<file path="src/jdq_pkg.sv">
// shared types, codes and constants of the joystick direction qualifier
package jdq_pkg;

	localparam int SAMPLE_W   = 12;
	localparam int SUM_W      = 18;
	localparam int PCT_W      = 7;
	localparam int CFG_IDX_W  = 3;
	localparam int CFG_DATA_W = 12;

	// divide by 100 as multiply by reciprocal, exact for 20-bit magnitudes
	localparam int PCT_MAG_W   = 20;
	localparam int PCT_RECIP_W = 21;
	localparam int PCT_SHIFT   = 27;
	localparam logic [PCT_RECIP_W-1:0] PCT_RECIP = 21'd1342178;

	localparam logic OP_CAL  = 1'b0;
	localparam logic OP_POLL = 1'b1;

	localparam logic [PCT_W-1:0]    MOVE_PERCENT_RST = 7'd55;
	localparam logic [SAMPLE_W-1:0] MIN_THRESH_RST   = 12'd250;
	localparam logic [SAMPLE_W-1:0] MAX_THRESH_RST   = 12'd900;
	localparam logic [SAMPLE_W-1:0] RELEASE_RST      = 12'd180;
	localparam logic [SAMPLE_W-1:0] FULL_SCALE_RST   = 12'd4095;
	localparam logic [SAMPLE_W-1:0] CENTRE_RST       = 12'd2048;
	localparam logic [SAMPLE_W-1:0] THRESH_RST       = 12'd900;

	typedef logic [SAMPLE_W-1:0] sample_t;

	typedef enum logic [2:0] {
		MOVE_NONE  = 3'd0,
		MOVE_LEFT  = 3'd1,
		MOVE_RIGHT = 3'd2,
		MOVE_DOWN  = 3'd3,
		MOVE_UP    = 3'd4
	} dir_t;

	typedef enum logic [CFG_IDX_W-1:0] {
		CFG_MOVE_PERCENT     = 3'd0,
		CFG_MIN_THRESHOLD    = 3'd1,
		CFG_MAX_THRESHOLD    = 3'd2,
		CFG_RELEASE_DISTANCE = 3'd3,
		CFG_ADC_FULL_SCALE   = 3'd4
	} cfg_idx_t;

	typedef struct packed {
		logic [PCT_W-1:0] move_percent;
		sample_t          min_threshold;
		sample_t          max_threshold;
		sample_t          release_distance;
		sample_t          adc_full_scale;
	} cfg_t;

	typedef struct packed {
		sample_t centre_x;
		sample_t centre_y;
		sample_t thr_left;
		sample_t thr_right;
		sample_t thr_up;
		sample_t thr_down;
	} cal_state_t;

	typedef struct packed {
		logic cal_last;
		logic busy;
		logic finish;
		logic cal_done;
	} cal_status_t;

	typedef struct packed {
		dir_t direction;
		logic awaiting_release;
		logic calibrated;
	} result_t;

endpackage

</file>
<file path="src/joystick_direction_qualifier_top.sv">
// Joystick direction qualifier: takes one X/Y sample pair per beat, either a
// calibration sample at rest or a navigation poll, and returns one result beat
// per input beat through the result register or its skid entry. Polls and
// ordinary calibration samples are taken every cycle while in_stall is low.
// The last calibration sample of a set (CAL_SAMPLES of them) holds in_stall
// high while the centres and the four move thresholds are worked out through
// the divide, centre, scale, reciprocal and clamp stages of the calibration
// unit; its result beat comes out when the new thresholds are in place.
// in_stall also rises when the result register and its skid entry are full.
module joystick_direction_qualifier_top #(
	parameter int CAL_SAMPLES = 24
) (
	input  logic                               clk,
	input  logic                               arst_n,
	input  logic                               in_valid,
	output logic                               in_stall,
	input  logic                               operation,
	input  logic [jdq_pkg::SAMPLE_W-1:0]       x_sample,
	input  logic [jdq_pkg::SAMPLE_W-1:0]       y_sample,
	output logic                               out_valid,
	input  logic                               out_stall,
	output logic [2:0]                         direction,
	output logic                               awaiting_release,
	output logic                               calibrated,
	input  logic                               cfg_we,
	input  logic [jdq_pkg::CFG_IDX_W-1:0]      cfg_index,
	input  logic [jdq_pkg::CFG_DATA_W-1:0]     cfg_data
);

	jdq_pkg::cfg_t        cfg_q;
	jdq_pkg::cal_state_t  cal;
	jdq_pkg::cal_status_t cal_st;
	jdq_pkg::dir_t        dir;
	jdq_pkg::result_t     res, out_res;
	logic                 in_beat, cal_beat, poll_beat;
	logic                 latch_nxt, latch_q, push, skid_full;

	always_ff @(posedge clk or negedge arst_n) begin
		if (!arst_n) begin
			cfg_q.move_percent     <= jdq_pkg::MOVE_PERCENT_RST;
			cfg_q.min_threshold    <= jdq_pkg::MIN_THRESH_RST;
			cfg_q.max_threshold    <= jdq_pkg::MAX_THRESH_RST;
			cfg_q.release_distance <= jdq_pkg::RELEASE_RST;
			cfg_q.adc_full_scale   <= jdq_pkg::FULL_SCALE_RST;
		end else if (cfg_we) begin
			unique case (jdq_pkg::cfg_idx_t'(cfg_index))
				jdq_pkg::CFG_MOVE_PERCENT:
					cfg_q.move_percent <= cfg_data[jdq_pkg::PCT_W-1:0];
				jdq_pkg::CFG_MIN_THRESHOLD:    cfg_q.min_threshold    <= cfg_data;
				jdq_pkg::CFG_MAX_THRESHOLD:    cfg_q.max_threshold    <= cfg_data;
				jdq_pkg::CFG_RELEASE_DISTANCE: cfg_q.release_distance <= cfg_data;
				jdq_pkg::CFG_ADC_FULL_SCALE:   cfg_q.adc_full_scale   <= cfg_data;
				default: ;
			endcase
		end
	end

	assign in_stall  = cal_st.busy || skid_full;
	assign in_beat   = in_valid && !in_stall;
	assign cal_beat  = in_beat && (operation == jdq_pkg::OP_CAL);
	assign poll_beat = in_beat && (operation == jdq_pkg::OP_POLL);

	jdq_cal #(
		.CAL_SAMPLES(CAL_SAMPLES)
	) u_cal (
		.clk      (clk),
		.arst_n   (arst_n),
		.cal_beat (cal_beat),
		.x_sample (x_sample),
		.y_sample (y_sample),
		.cfg      (cfg_q),
		.cal      (cal),
		.status   (cal_st)
	);

	jdq_dir u_dir (
		.clk              (clk),
		.arst_n           (arst_n),
		.poll_beat        (poll_beat),
		.x_sample         (x_sample),
		.y_sample         (y_sample),
		.cal              (cal),
		.release_distance (cfg_q.release_distance),
		.direction        (dir),
		.latch_nxt        (latch_nxt),
		.latch_q          (latch_q)
	);

	// last calibration beat reports once the thresholds are done
	assign push = (in_beat && !cal_st.cal_last) || cal_st.finish;

	always_comb begin
		res.direction        = jdq_pkg::MOVE_NONE;
		res.awaiting_release = latch_q;
		res.calibrated       = cal_st.cal_done;
		if (poll_beat) begin
			res.direction        = dir;
			res.awaiting_release = latch_nxt;
		end
	end

	jdq_obuf u_obuf (
		.clk       (clk),
		.arst_n    (arst_n),
		.push      (push),
		.push_res  (res),
		.out_stall (out_stall),
		.out_valid (out_valid),
		.out_res   (out_res),
		.skid_full (skid_full)
	);

	assign direction        = out_res.direction;
	assign awaiting_release = out_res.awaiting_release;
	assign calibrated       = out_res.calibrated;

endmodule

</file>
<file path="src/jdq_cal.sv">
// calibration accumulator and multi-cycle centre and threshold computation
module jdq_cal #(
	parameter int CAL_SAMPLES = 24
) (
	input  logic                clk,
	input  logic                arst_n,
	input  logic                cal_beat,
	input  jdq_pkg::sample_t    x_sample,
	input  jdq_pkg::sample_t    y_sample,
	input  jdq_pkg::cfg_t       cfg,
	output jdq_pkg::cal_state_t cal,
	output jdq_pkg::cal_status_t status
);

	localparam int CAL_LOG   = $clog2(CAL_SAMPLES);
	localparam int CNT_W     = (CAL_LOG > 0) ? CAL_LOG : 1;
	localparam int CAL_SHIFT = jdq_pkg::SUM_W + CAL_LOG;
	localparam int RECIP_W   = jdq_pkg::SUM_W + 1;
	localparam int QPROD_W   = jdq_pkg::SUM_W + RECIP_W;
	localparam longint unsigned CAL_RECIP_L =
		((64'd1 << CAL_SHIFT) + CAL_SAMPLES - 1) / CAL_SAMPLES;
	localparam logic [RECIP_W-1:0] CAL_RECIP = RECIP_W'(CAL_RECIP_L);
	localparam logic [CNT_W-1:0]   CNT_LAST  = CNT_W'(CAL_SAMPLES - 1);

	localparam int RNG_W   = jdq_pkg::SAMPLE_W + 1;
	localparam int PROD_W  = 21;
	localparam int PPROD_W = jdq_pkg::PCT_MAG_W + jdq_pkg::PCT_RECIP_W;
	localparam int QUO_W   = jdq_pkg::SAMPLE_W + 1;

	localparam int SIDE_LEFT  = 0;
	localparam int SIDE_RIGHT = 1;
	localparam int SIDE_UP    = 2;
	localparam int SIDE_DOWN  = 3;

	typedef enum logic [5:0] {
		FIN_IDLE   = 6'b000001,
		FIN_DIVIDE = 6'b000010,
		FIN_CENTRE = 6'b000100,
		FIN_SCALE  = 6'b001000,
		FIN_RECIP  = 6'b010000,
		FIN_CLAMP  = 6'b100000
	} fin_state_t;

	fin_state_t                   state_q;
	logic [CNT_W-1:0]             cnt_q;
	logic [jdq_pkg::SUM_W-1:0]    sum_x_q, sum_y_q;
	logic [jdq_pkg::SUM_W-1:0]    sum_x_add, sum_y_add;
	logic                         cal_done_q;
	jdq_pkg::cal_state_t          cal_q;
	logic [QPROD_W-1:0]           quot_x_s1, quot_y_s1;
	logic signed [RNG_W-1:0]      range_d [4];
	logic signed [PROD_W-1:0]     rng_prod_d [4];
	logic signed [PROD_W-1:0]     rng_prod_s2 [4];
	logic [3:0]                   pos_s3;
	logic [PPROD_W-1:0]           recip_s3 [4];
	logic [jdq_pkg::SAMPLE_W-1:0] thr_d [4];
	logic [QUO_W-1:0]             quo_d [4];
	logic                         cal_last;

	assign sum_x_add = sum_x_q +
		{{(jdq_pkg::SUM_W - jdq_pkg::SAMPLE_W){1'b0}}, x_sample};
	assign sum_y_add = sum_y_q +
		{{(jdq_pkg::SUM_W - jdq_pkg::SAMPLE_W){1'b0}}, y_sample};
	assign cal_last = cal_beat && (cnt_q == CNT_LAST);

	always_ff @(posedge clk or negedge arst_n) begin
		if (!arst_n) begin
			cnt_q      <= '0;
			sum_x_q    <= '0;
			sum_y_q    <= '0;
			cal_done_q <= 1'b0;
		end else begin
			if (cal_beat) begin
				sum_x_q <= sum_x_add;
				sum_y_q <= sum_y_add;
				cnt_q   <= cal_last ? '0 : cnt_q + 1'b1;
			end else if (state_q == FIN_DIVIDE) begin
				sum_x_q <= '0;
				sum_y_q <= '0;
			end
			if (cal_last) begin
				cal_done_q <= 1'b1;
			end
		end
	end

	always_ff @(posedge clk or negedge arst_n) begin
		if (!arst_n) begin
			state_q <= FIN_IDLE;
		end else begin
			unique case (state_q)
				FIN_IDLE:   if (cal_last) state_q <= FIN_DIVIDE;
				FIN_DIVIDE: state_q <= FIN_CENTRE;
				FIN_CENTRE: state_q <= FIN_SCALE;
				FIN_SCALE:  state_q <= FIN_RECIP;
				FIN_RECIP:  state_q <= FIN_CLAMP;
				FIN_CLAMP:  state_q <= FIN_IDLE;
				default:    state_q <= FIN_IDLE;
			endcase
		end
	end

	// available range to each side, signed since full scale may sit below centre
	always_comb begin
		range_d[SIDE_LEFT]  = $signed({1'b0, cal_q.centre_x});
		range_d[SIDE_RIGHT] = $signed({1'b0, cfg.adc_full_scale}) -
			$signed({1'b0, cal_q.centre_x});
		range_d[SIDE_UP]    = $signed({1'b0, cal_q.centre_y});
		range_d[SIDE_DOWN]  = $signed({1'b0, cfg.adc_full_scale}) -
			$signed({1'b0, cal_q.centre_y});
		for (int i = 0; i < 4; i++) begin
			rng_prod_d[i] = $signed({{(PROD_W - RNG_W){range_d[i][RNG_W-1]}}, range_d[i]}) *
				$signed({{(PROD_W - jdq_pkg::PCT_W){1'b0}}, cfg.move_percent});
		end
	end

	// nonpositive scaled range always clamps to the minimum
	always_comb begin
		for (int i = 0; i < 4; i++) begin
			quo_d[i] = recip_s3[i][jdq_pkg::PCT_SHIFT +: QUO_W];
			if (!pos_s3[i]) begin
				thr_d[i] = cfg.min_threshold;
			end else if (quo_d[i] < {1'b0, cfg.min_threshold}) begin
				thr_d[i] = cfg.min_threshold;
			end else if (quo_d[i] > {1'b0, cfg.max_threshold}) begin
				thr_d[i] = cfg.max_threshold;
			end else begin
				thr_d[i] = quo_d[i][jdq_pkg::SAMPLE_W-1:0];
			end
		end
	end

	always_ff @(posedge clk) begin
		if (state_q == FIN_DIVIDE) begin
			quot_x_s1 <= QPROD_W'(sum_x_q) * QPROD_W'(CAL_RECIP);
			quot_y_s1 <= QPROD_W'(sum_y_q) * QPROD_W'(CAL_RECIP);
		end
		if (state_q == FIN_SCALE) begin
			for (int i = 0; i < 4; i++) begin
				rng_prod_s2[i] <= rng_prod_d[i];
			end
		end
		if (state_q == FIN_RECIP) begin
			for (int i = 0; i < 4; i++) begin
				pos_s3[i]   <= !rng_prod_s2[i][PROD_W-1] && (rng_prod_s2[i] != '0);
				recip_s3[i] <= PPROD_W'(rng_prod_s2[i][jdq_pkg::PCT_MAG_W-1:0]) *
					PPROD_W'(jdq_pkg::PCT_RECIP);
			end
		end
	end

	always_ff @(posedge clk or negedge arst_n) begin
		if (!arst_n) begin
			cal_q.centre_x  <= jdq_pkg::CENTRE_RST;
			cal_q.centre_y  <= jdq_pkg::CENTRE_RST;
			cal_q.thr_left  <= jdq_pkg::THRESH_RST;
			cal_q.thr_right <= jdq_pkg::THRESH_RST;
			cal_q.thr_up    <= jdq_pkg::THRESH_RST;
			cal_q.thr_down  <= jdq_pkg::THRESH_RST;
		end else begin
			if (state_q == FIN_CENTRE) begin
				cal_q.centre_x <= quot_x_s1[CAL_SHIFT +: jdq_pkg::SAMPLE_W];
				cal_q.centre_y <= quot_y_s1[CAL_SHIFT +: jdq_pkg::SAMPLE_W];
			end
			if (state_q == FIN_CLAMP) begin
				cal_q.thr_left  <= thr_d[SIDE_LEFT];
				cal_q.thr_right <= thr_d[SIDE_RIGHT];
				cal_q.thr_up    <= thr_d[SIDE_UP];
				cal_q.thr_down  <= thr_d[SIDE_DOWN];
			end
		end
	end

	assign cal             = cal_q;
	assign status.cal_last = cal_last;
	assign status.busy     = (state_q != FIN_IDLE);
	assign status.finish   = (state_q == FIN_CLAMP);
	assign status.cal_done = cal_done_q;

endmodule

</file>
<file path="src/jdq_dir.sv">
// direction decision and release latch for poll beats
module jdq_dir (
	input  logic                clk,
	input  logic                arst_n,
	input  logic                poll_beat,
	input  jdq_pkg::sample_t    x_sample,
	input  jdq_pkg::sample_t    y_sample,
	input  jdq_pkg::cal_state_t cal,
	input  jdq_pkg::sample_t    release_distance,
	output jdq_pkg::dir_t       direction,
	output logic                latch_nxt,
	output logic                latch_q
);

	localparam int D_W = jdq_pkg::SAMPLE_W + 2;

	logic signed [D_W-1:0] dx, dy, mag_x, mag_y, rel;
	logic signed [D_W-1:0] th_left, th_right, th_up, th_down;
	logic                  centred;

	always_comb begin
		dx       = $signed({2'b00, x_sample}) - $signed({2'b00, cal.centre_x});
		dy       = $signed({2'b00, y_sample}) - $signed({2'b00, cal.centre_y});
		mag_x    = dx[D_W-1] ? -dx : dx;
		mag_y    = dy[D_W-1] ? -dy : dy;
		rel      = $signed({2'b00, release_distance});
		th_left  = $signed({2'b00, cal.thr_left});
		th_right = $signed({2'b00, cal.thr_right});
		th_up    = $signed({2'b00, cal.thr_up});
		th_down  = $signed({2'b00, cal.thr_down});
		centred  = (mag_x < rel) && (mag_y < rel);

		direction = jdq_pkg::MOVE_NONE;
		if (!latch_q) begin
			if (dx < -th_left) begin
				direction = jdq_pkg::MOVE_LEFT;
			end else if (dx > th_right) begin
				direction = jdq_pkg::MOVE_RIGHT;
			end else if (dy > th_down) begin
				direction = jdq_pkg::MOVE_DOWN;
			end else if (dy < -th_up) begin
				direction = jdq_pkg::MOVE_UP;
			end
		end
		latch_nxt = latch_q ? !centred : (direction != jdq_pkg::MOVE_NONE);
	end

	always_ff @(posedge clk or negedge arst_n) begin
		if (!arst_n) begin
			latch_q <= 1'b0;
		end else if (poll_beat) begin
			latch_q <= latch_nxt;
		end
	end

endmodule

</file>
<file path="src/jdq_obuf.sv">
// result register with a skid entry so one more input beat is taken under output stall
module jdq_obuf (
	input  logic             clk,
	input  logic             arst_n,
	input  logic             push,
	input  jdq_pkg::result_t push_res,
	input  logic             out_stall,
	output logic             out_valid,
	output jdq_pkg::result_t out_res,
	output logic             skid_full
);

	logic             out_valid_q, skid_valid_q;
	jdq_pkg::result_t out_q, skid_q;
	logic             out_free;

	assign out_free = !out_valid_q || !out_stall;

	always_ff @(posedge clk or negedge arst_n) begin
		if (!arst_n) begin
			out_valid_q  <= 1'b0;
			skid_valid_q <= 1'b0;
		end else if (out_free) begin
			out_valid_q  <= skid_valid_q || push;
			skid_valid_q <= skid_valid_q && push;
		end else if (push) begin
			skid_valid_q <= 1'b1;
		end
	end

	always_ff @(posedge clk) begin
		if (out_free) begin
			if (skid_valid_q) begin
				out_q  <= skid_q;
				skid_q <= push_res;
			end else begin
				out_q <= push_res;
			end
		end else if (push) begin
			skid_q <= push_res;
		end
	end

	assign out_valid = out_valid_q;
	assign out_res   = out_q;
	assign skid_full = skid_valid_q;

endmodule

</file>
<file path="config.mk">
export PLATFORM = sky130hd
export DESIGN_NAME = joystick_direction_qualifier_top
export DESIGN_NICKNAME = d
export VERILOG_FILES = /design/src/jdq_pkg.sv /design/src/joystick_direction_qualifier_top.sv /design/src/jdq_cal.sv /design/src/jdq_dir.sv /design/src/jdq_obuf.sv
export SDC_FILE = /design/constraint.sdc
export NUM_CORES = 2
export LEC_CHECK = 0
export BUFFER_PORTS_ARGS = -buffer_cell sky130_fd_sc_hd__buf_2
export CAP_MARGIN = 10
export CORE_MARGIN = 5
export CORE_UTILIZATION = 60
export CTS_CLUSTER_DIAMETER = 200
export DETAILED_ROUTE_END_ITERATION = 6
export PLACE_DENSITY_LB_ADDON = 0.15
export SLEW_MARGIN = 30
export SYNTH_ARGS = -nofsm -noshare
export SYNTH_HDL_FRONTEND = slang
export SYNTH_SLANG_ARGS = --single-unit
export TNS_END_PERCENT = 10
</file>
<file path="constraint.sdc">
create_clock -name clk -period 6.5 [get_ports clk]
set_input_delay 1.3 -clock clk [delete_from_list [all_inputs] [get_ports clk]]
set_output_delay 1.3 -clock clk [all_outputs]
set_load 0.005 [all_outputs]
</file>
==> results by group <==
Final layout
  – Final Non-Filler Cells: 9278
  – Final Cell Area: 79300 um^2
  – Layout Nets: between 10k and 15k
  – Area growth, synth to finish: 10.9%
  – Fillers: 9433
  – N_diodes: 0
  – Share of post-route cells with drive strength above 1: 11.7%

CTS
  – Clock Tree Buf Depth: 3
  – Hold buffer count at CTS: 0
  – Clock Latency Late Sink: approximately 0.63 ns
  – Clock root cell: clkbuf_16
  – Clk slew on worst S/H paths: 0.06 ns
  – CTS buffer count: 44
  – CTS tree: yes
  – H-tree lvl count: 2
  – Clk sinks: 348

Yosys
  – Syn avg cell area: 9.87 um^2
  – Syn Inst Count: between 7k and 8k
  – Register area share after synthesis: 13.5%
  – Leading area contributor after synthesis: fa_1
  – Synth cell types: 86
  – Number of synthesized flops with an enable pin: 170
  – FFs w/ async S/R, synth: 51.1%
  – Post-synthesis mux area share: 1.74%
  – Synth Cell Area: roughly 70000 um^2
  – Post-synthesis xor/xnor area fraction: 2.77%
  – Synth warn: 0
  – Post-synthesis simple-gate area fraction: about 8%
  – Synthesized Nets: 9901
  – Synth top area share: 28.6%
  – Largest family of logic cells by synthesized area: adder cells
  – Most used DFF post-synth: edfxtp_1
  – Synth area leaders: fa_1 (29%), ha_1 (28%), inv_1 (10%)
  – Flop and latch count out of synthesis: approximately 350
  – Post-synthesis compound-gate area fraction: 6.73%
  – Post-synthesis adder-cell area fraction: 56.6%

Worst setup path
  – CP Depth: 23
  – Top Family by Delay on Critical Path: adder cells
  – CP max FO: 4
  – Worst Setup SP: u_cal.rng_prod_s2[1][3]$_DFFE_PN_
  – Startpoint Class: flop
  – Critical Path, Cell by Cell: buf_4, ha_1, inv_1, fa_1, inv_1, ha_1, fa_1, inv_1, fa_1, fa_1, inv_1, fa_1, ha_1, a211oi_1, a31oi_1, a21oi_1, nor3_4, o31a_1, o2111ai_2, a211oi_2, or3_4, a21oi_2, xnor2_1
  – Req. time, crit path: 6.87 ns
  – Slowest cell delay on critical path: slightly below 0.5 ns
  – FF-to-FF End: u_cal.recip_s3[1][37]$_DFFE_PP_
  – WP buf/inv: 5
  – Worst R2R Setup Slack: around 0.0015 ns
  – CP max-delay cell: fa_1
  – WP data arrival: 6.87 ns
  – WS Path Type: flop to flop
  – CP dominant cell by count: fa_1
  – R2R Path Start: u_cal.rng_prod_s2[1][3]$_DFFE_PN_
  – Critical Path Sink Type: flop
  – Worst Reg-to-Reg Cells: 23
  – CP endpoint: u_cal.recip_s3[1][37]$_DFFE_PP_

Placed design
  – Area after DPL: 76400 um^2
  – Post-DP HPWL: 151 mm
  – Dpl cells: slightly above 9k
  – Gpl congestion: around 0.93
  – Port bufs: 51

Routing
  – Total Wirelength: roughly 180 mm
  – WL per Instance: between 15 and 20 um
  – Vias per inst: 5.44
  – DRC errors left: 0
  – Initial DRT Pass Iterations: 6
  – Total number of vias: 50.4k
  – Antenna Nets Post-Route: 0
  – DRT iter0 DRCs: ~2.6k

Die
  – Initial core utilization: 60.4%
  – Die area: 126000 um^2
  – I/O Pins: 52
  – Die W: 355 um
  – Cell row count: 126
  – Die Y: 355 um
  – Core Box Area: between 100000 and 150000 um^2

GRT
  – Vias in the first global route: 54.9k
  – Initial antenna violation count: 7
  – First-pass GRT wire length: 288 mm
  – Total track usage: 28.7%
  – Largest net degree at the start of global routing: slightly below 100
  – Gr ovfl total: 0

Timing
  – Worst Tran Pin Value: 0.989 ns
  – Final clock skew: 0.0461 ns
  – Unrepaired setup endpoints after global routing: true
  – Slew margin rel.: approximately 34%
  – Final hold vios: 0
  – Final clock period utilization by the worst path: approximately 100%
  – Min Tclk post-route: 6.50 ns
  – Fmax achieved: 154 MHz
  – Final setup fails: 0
  – Slew Limit Fails: 0

Job
  – Max_cap viols: 0

Hold path
  – Startpoint of the worst hold path: u_cal.quot_x_s1[27]$_DFFE_PP_
  – Hold Crit Class: flop to flop

Status
  – Status: finished clean
-- cell type report --
cell class	instances	area, um^2	share of cell area (%)
Clock buffer	58	1240	1.56
Clock inverter	24	226	0.286
Inverter	1909	7170	9.04
Multi-Input combinational cell	4884	55200	69.7
Sequential cell	348	9620	12.1
Tap cell	1536	1920	2.42
Timing Repair Buffer	519	3870	4.88
-- synth_stat cells, types with 25 or more instances --
library cell  count
and2_1          184
a21oi_1         155
inv_1          1908
nand3_1          73
o21ai_0         196
mux2_2           68
o31ai_1          35
nor3_1           70
nand4_1          38
mux2i_1          48
clkbuf_1         88
dfrtp_1         128
edfxtp_1        170
o21bai_1         31
dfstp_2          50
and3_1           25
xnor2_1         154
nor2_1          175
ha_1           1595
o21a_1           51
a211oi_1         30
nand2_1         420
xor2_1           72
fa_1           1022
a21o_1           75
nand2b_1         30
nor2b_1          71
-- cell usage in the layout, fill, tap and decap left out, types with 154 or more instances in the layout --
master / Yosys / layout
inv_1: 1908 / 1891
ha_1: 1595 / 1570
fa_1: 1022 / 998
buf_4: 0 / 450
nand2_1: 420 / 413
and2_1: 184 / 182
o21ai_0: 196 / 173
nor2_1: 175 / 170
edfxtp_1: 170 / 170
xnor2_1: 154 / 154
-- state kept, by name, summed over array words and instances, names as in the netlist, 4 cells and up --
register	count
u_cal.cal	72
cfg_q	55
u_cal.cnt_q	5
u_cal.rng_prod_s2	80
u_cal.sum_x_q	18
u_cal.pos_s3	4
u_cal.state_q	6
u_cal.recip_s3	52
u_obuf.skid_q	5
u_cal.quot_y_s1	12
u_cal.sum_y_q	18
u_obuf.out_res	5
u_cal.quot_x_s1	12
-- through the flow --
step	TNS, ns	hold slack, ns	worst slack, ns	util, %
final	0	0.453	0.00152	67.0
after CTS	-0.0639	0.455	-0.0244	66.2
after detailed placement	-5.54	0.439	-0.377	64.6
after global routing	-3.18	0.485	-0.267	67.0
after global placement	-1.46	0.434	-0.254	64.6
after floorplan	0	0.415	0.0580	-
-- tightest hold or removal path, cell delays in order, from the launching register on --
cell and delay [ns]:
edfxtp_1 0.32, nand2_1 0.05, o21ai_0 0.06
-- how the worst min path moves through the flow --
stage,end,slack [ns],cells past startpoint
after floorplan,u_cal.cal[48]$_DFFE_PN0P_,0.41,2
after global placement,u_cal.cal[69]$_DFFE_PN0P_,0.43,2
after detailed placement,u_cal.cal[62]$_DFFE_PN0P_,0.44,2
after CTS,u_cal.cal[62]$_DFFE_PN0P_,0.45,2
after global routing,u_cal.cal[67]$_DFFE_PN0P_,0.49,2
final,u_cal.cal[64]$_DFFE_PN0P_,0.45,2
-- cells by family (layout without fill, tap and decap cells) --
| kind of cell | after synthesis | in the layout |
|---|---|---|
| AO/OA/AOI/OAI | 742 | 742 |
| XOR/XNOR | 226 | 226 |
| adder cells (fa/ha/maj) | 2617 | 2617 |
| buffers and inverters | 2007 | 2510 |
| flip-flops | 348 | 348 |
| multiplexers | 116 | 116 |
| AND/OR/NAND/NOR | 1183 | 1183 |
-- per-layer routing --
metal / share of wire [%] / wire (um) / track usage (%) / vias up
met4: 3.5 / 6210 / 8.36 / 8
met2: 48 / 83900 / 49.0 / 1065
li1: - / - / - / 24046
met1: 44 / 77400 / 38.4 / 25018
met5: 0.037 / 65 / 0 / -
met3: 4.9 / 8630 / 4.03 / 312
-- repair_timing --
item,4_1_cts,5_1_grt
endpoints found under the setup margin,36,55
gates resized for setup,56,171
pin swaps,43,113
setup buffers,28,29
Power is not shown: default switching activity piles up to over one toggle a cycle in this logic, so the estimate is an artifact.
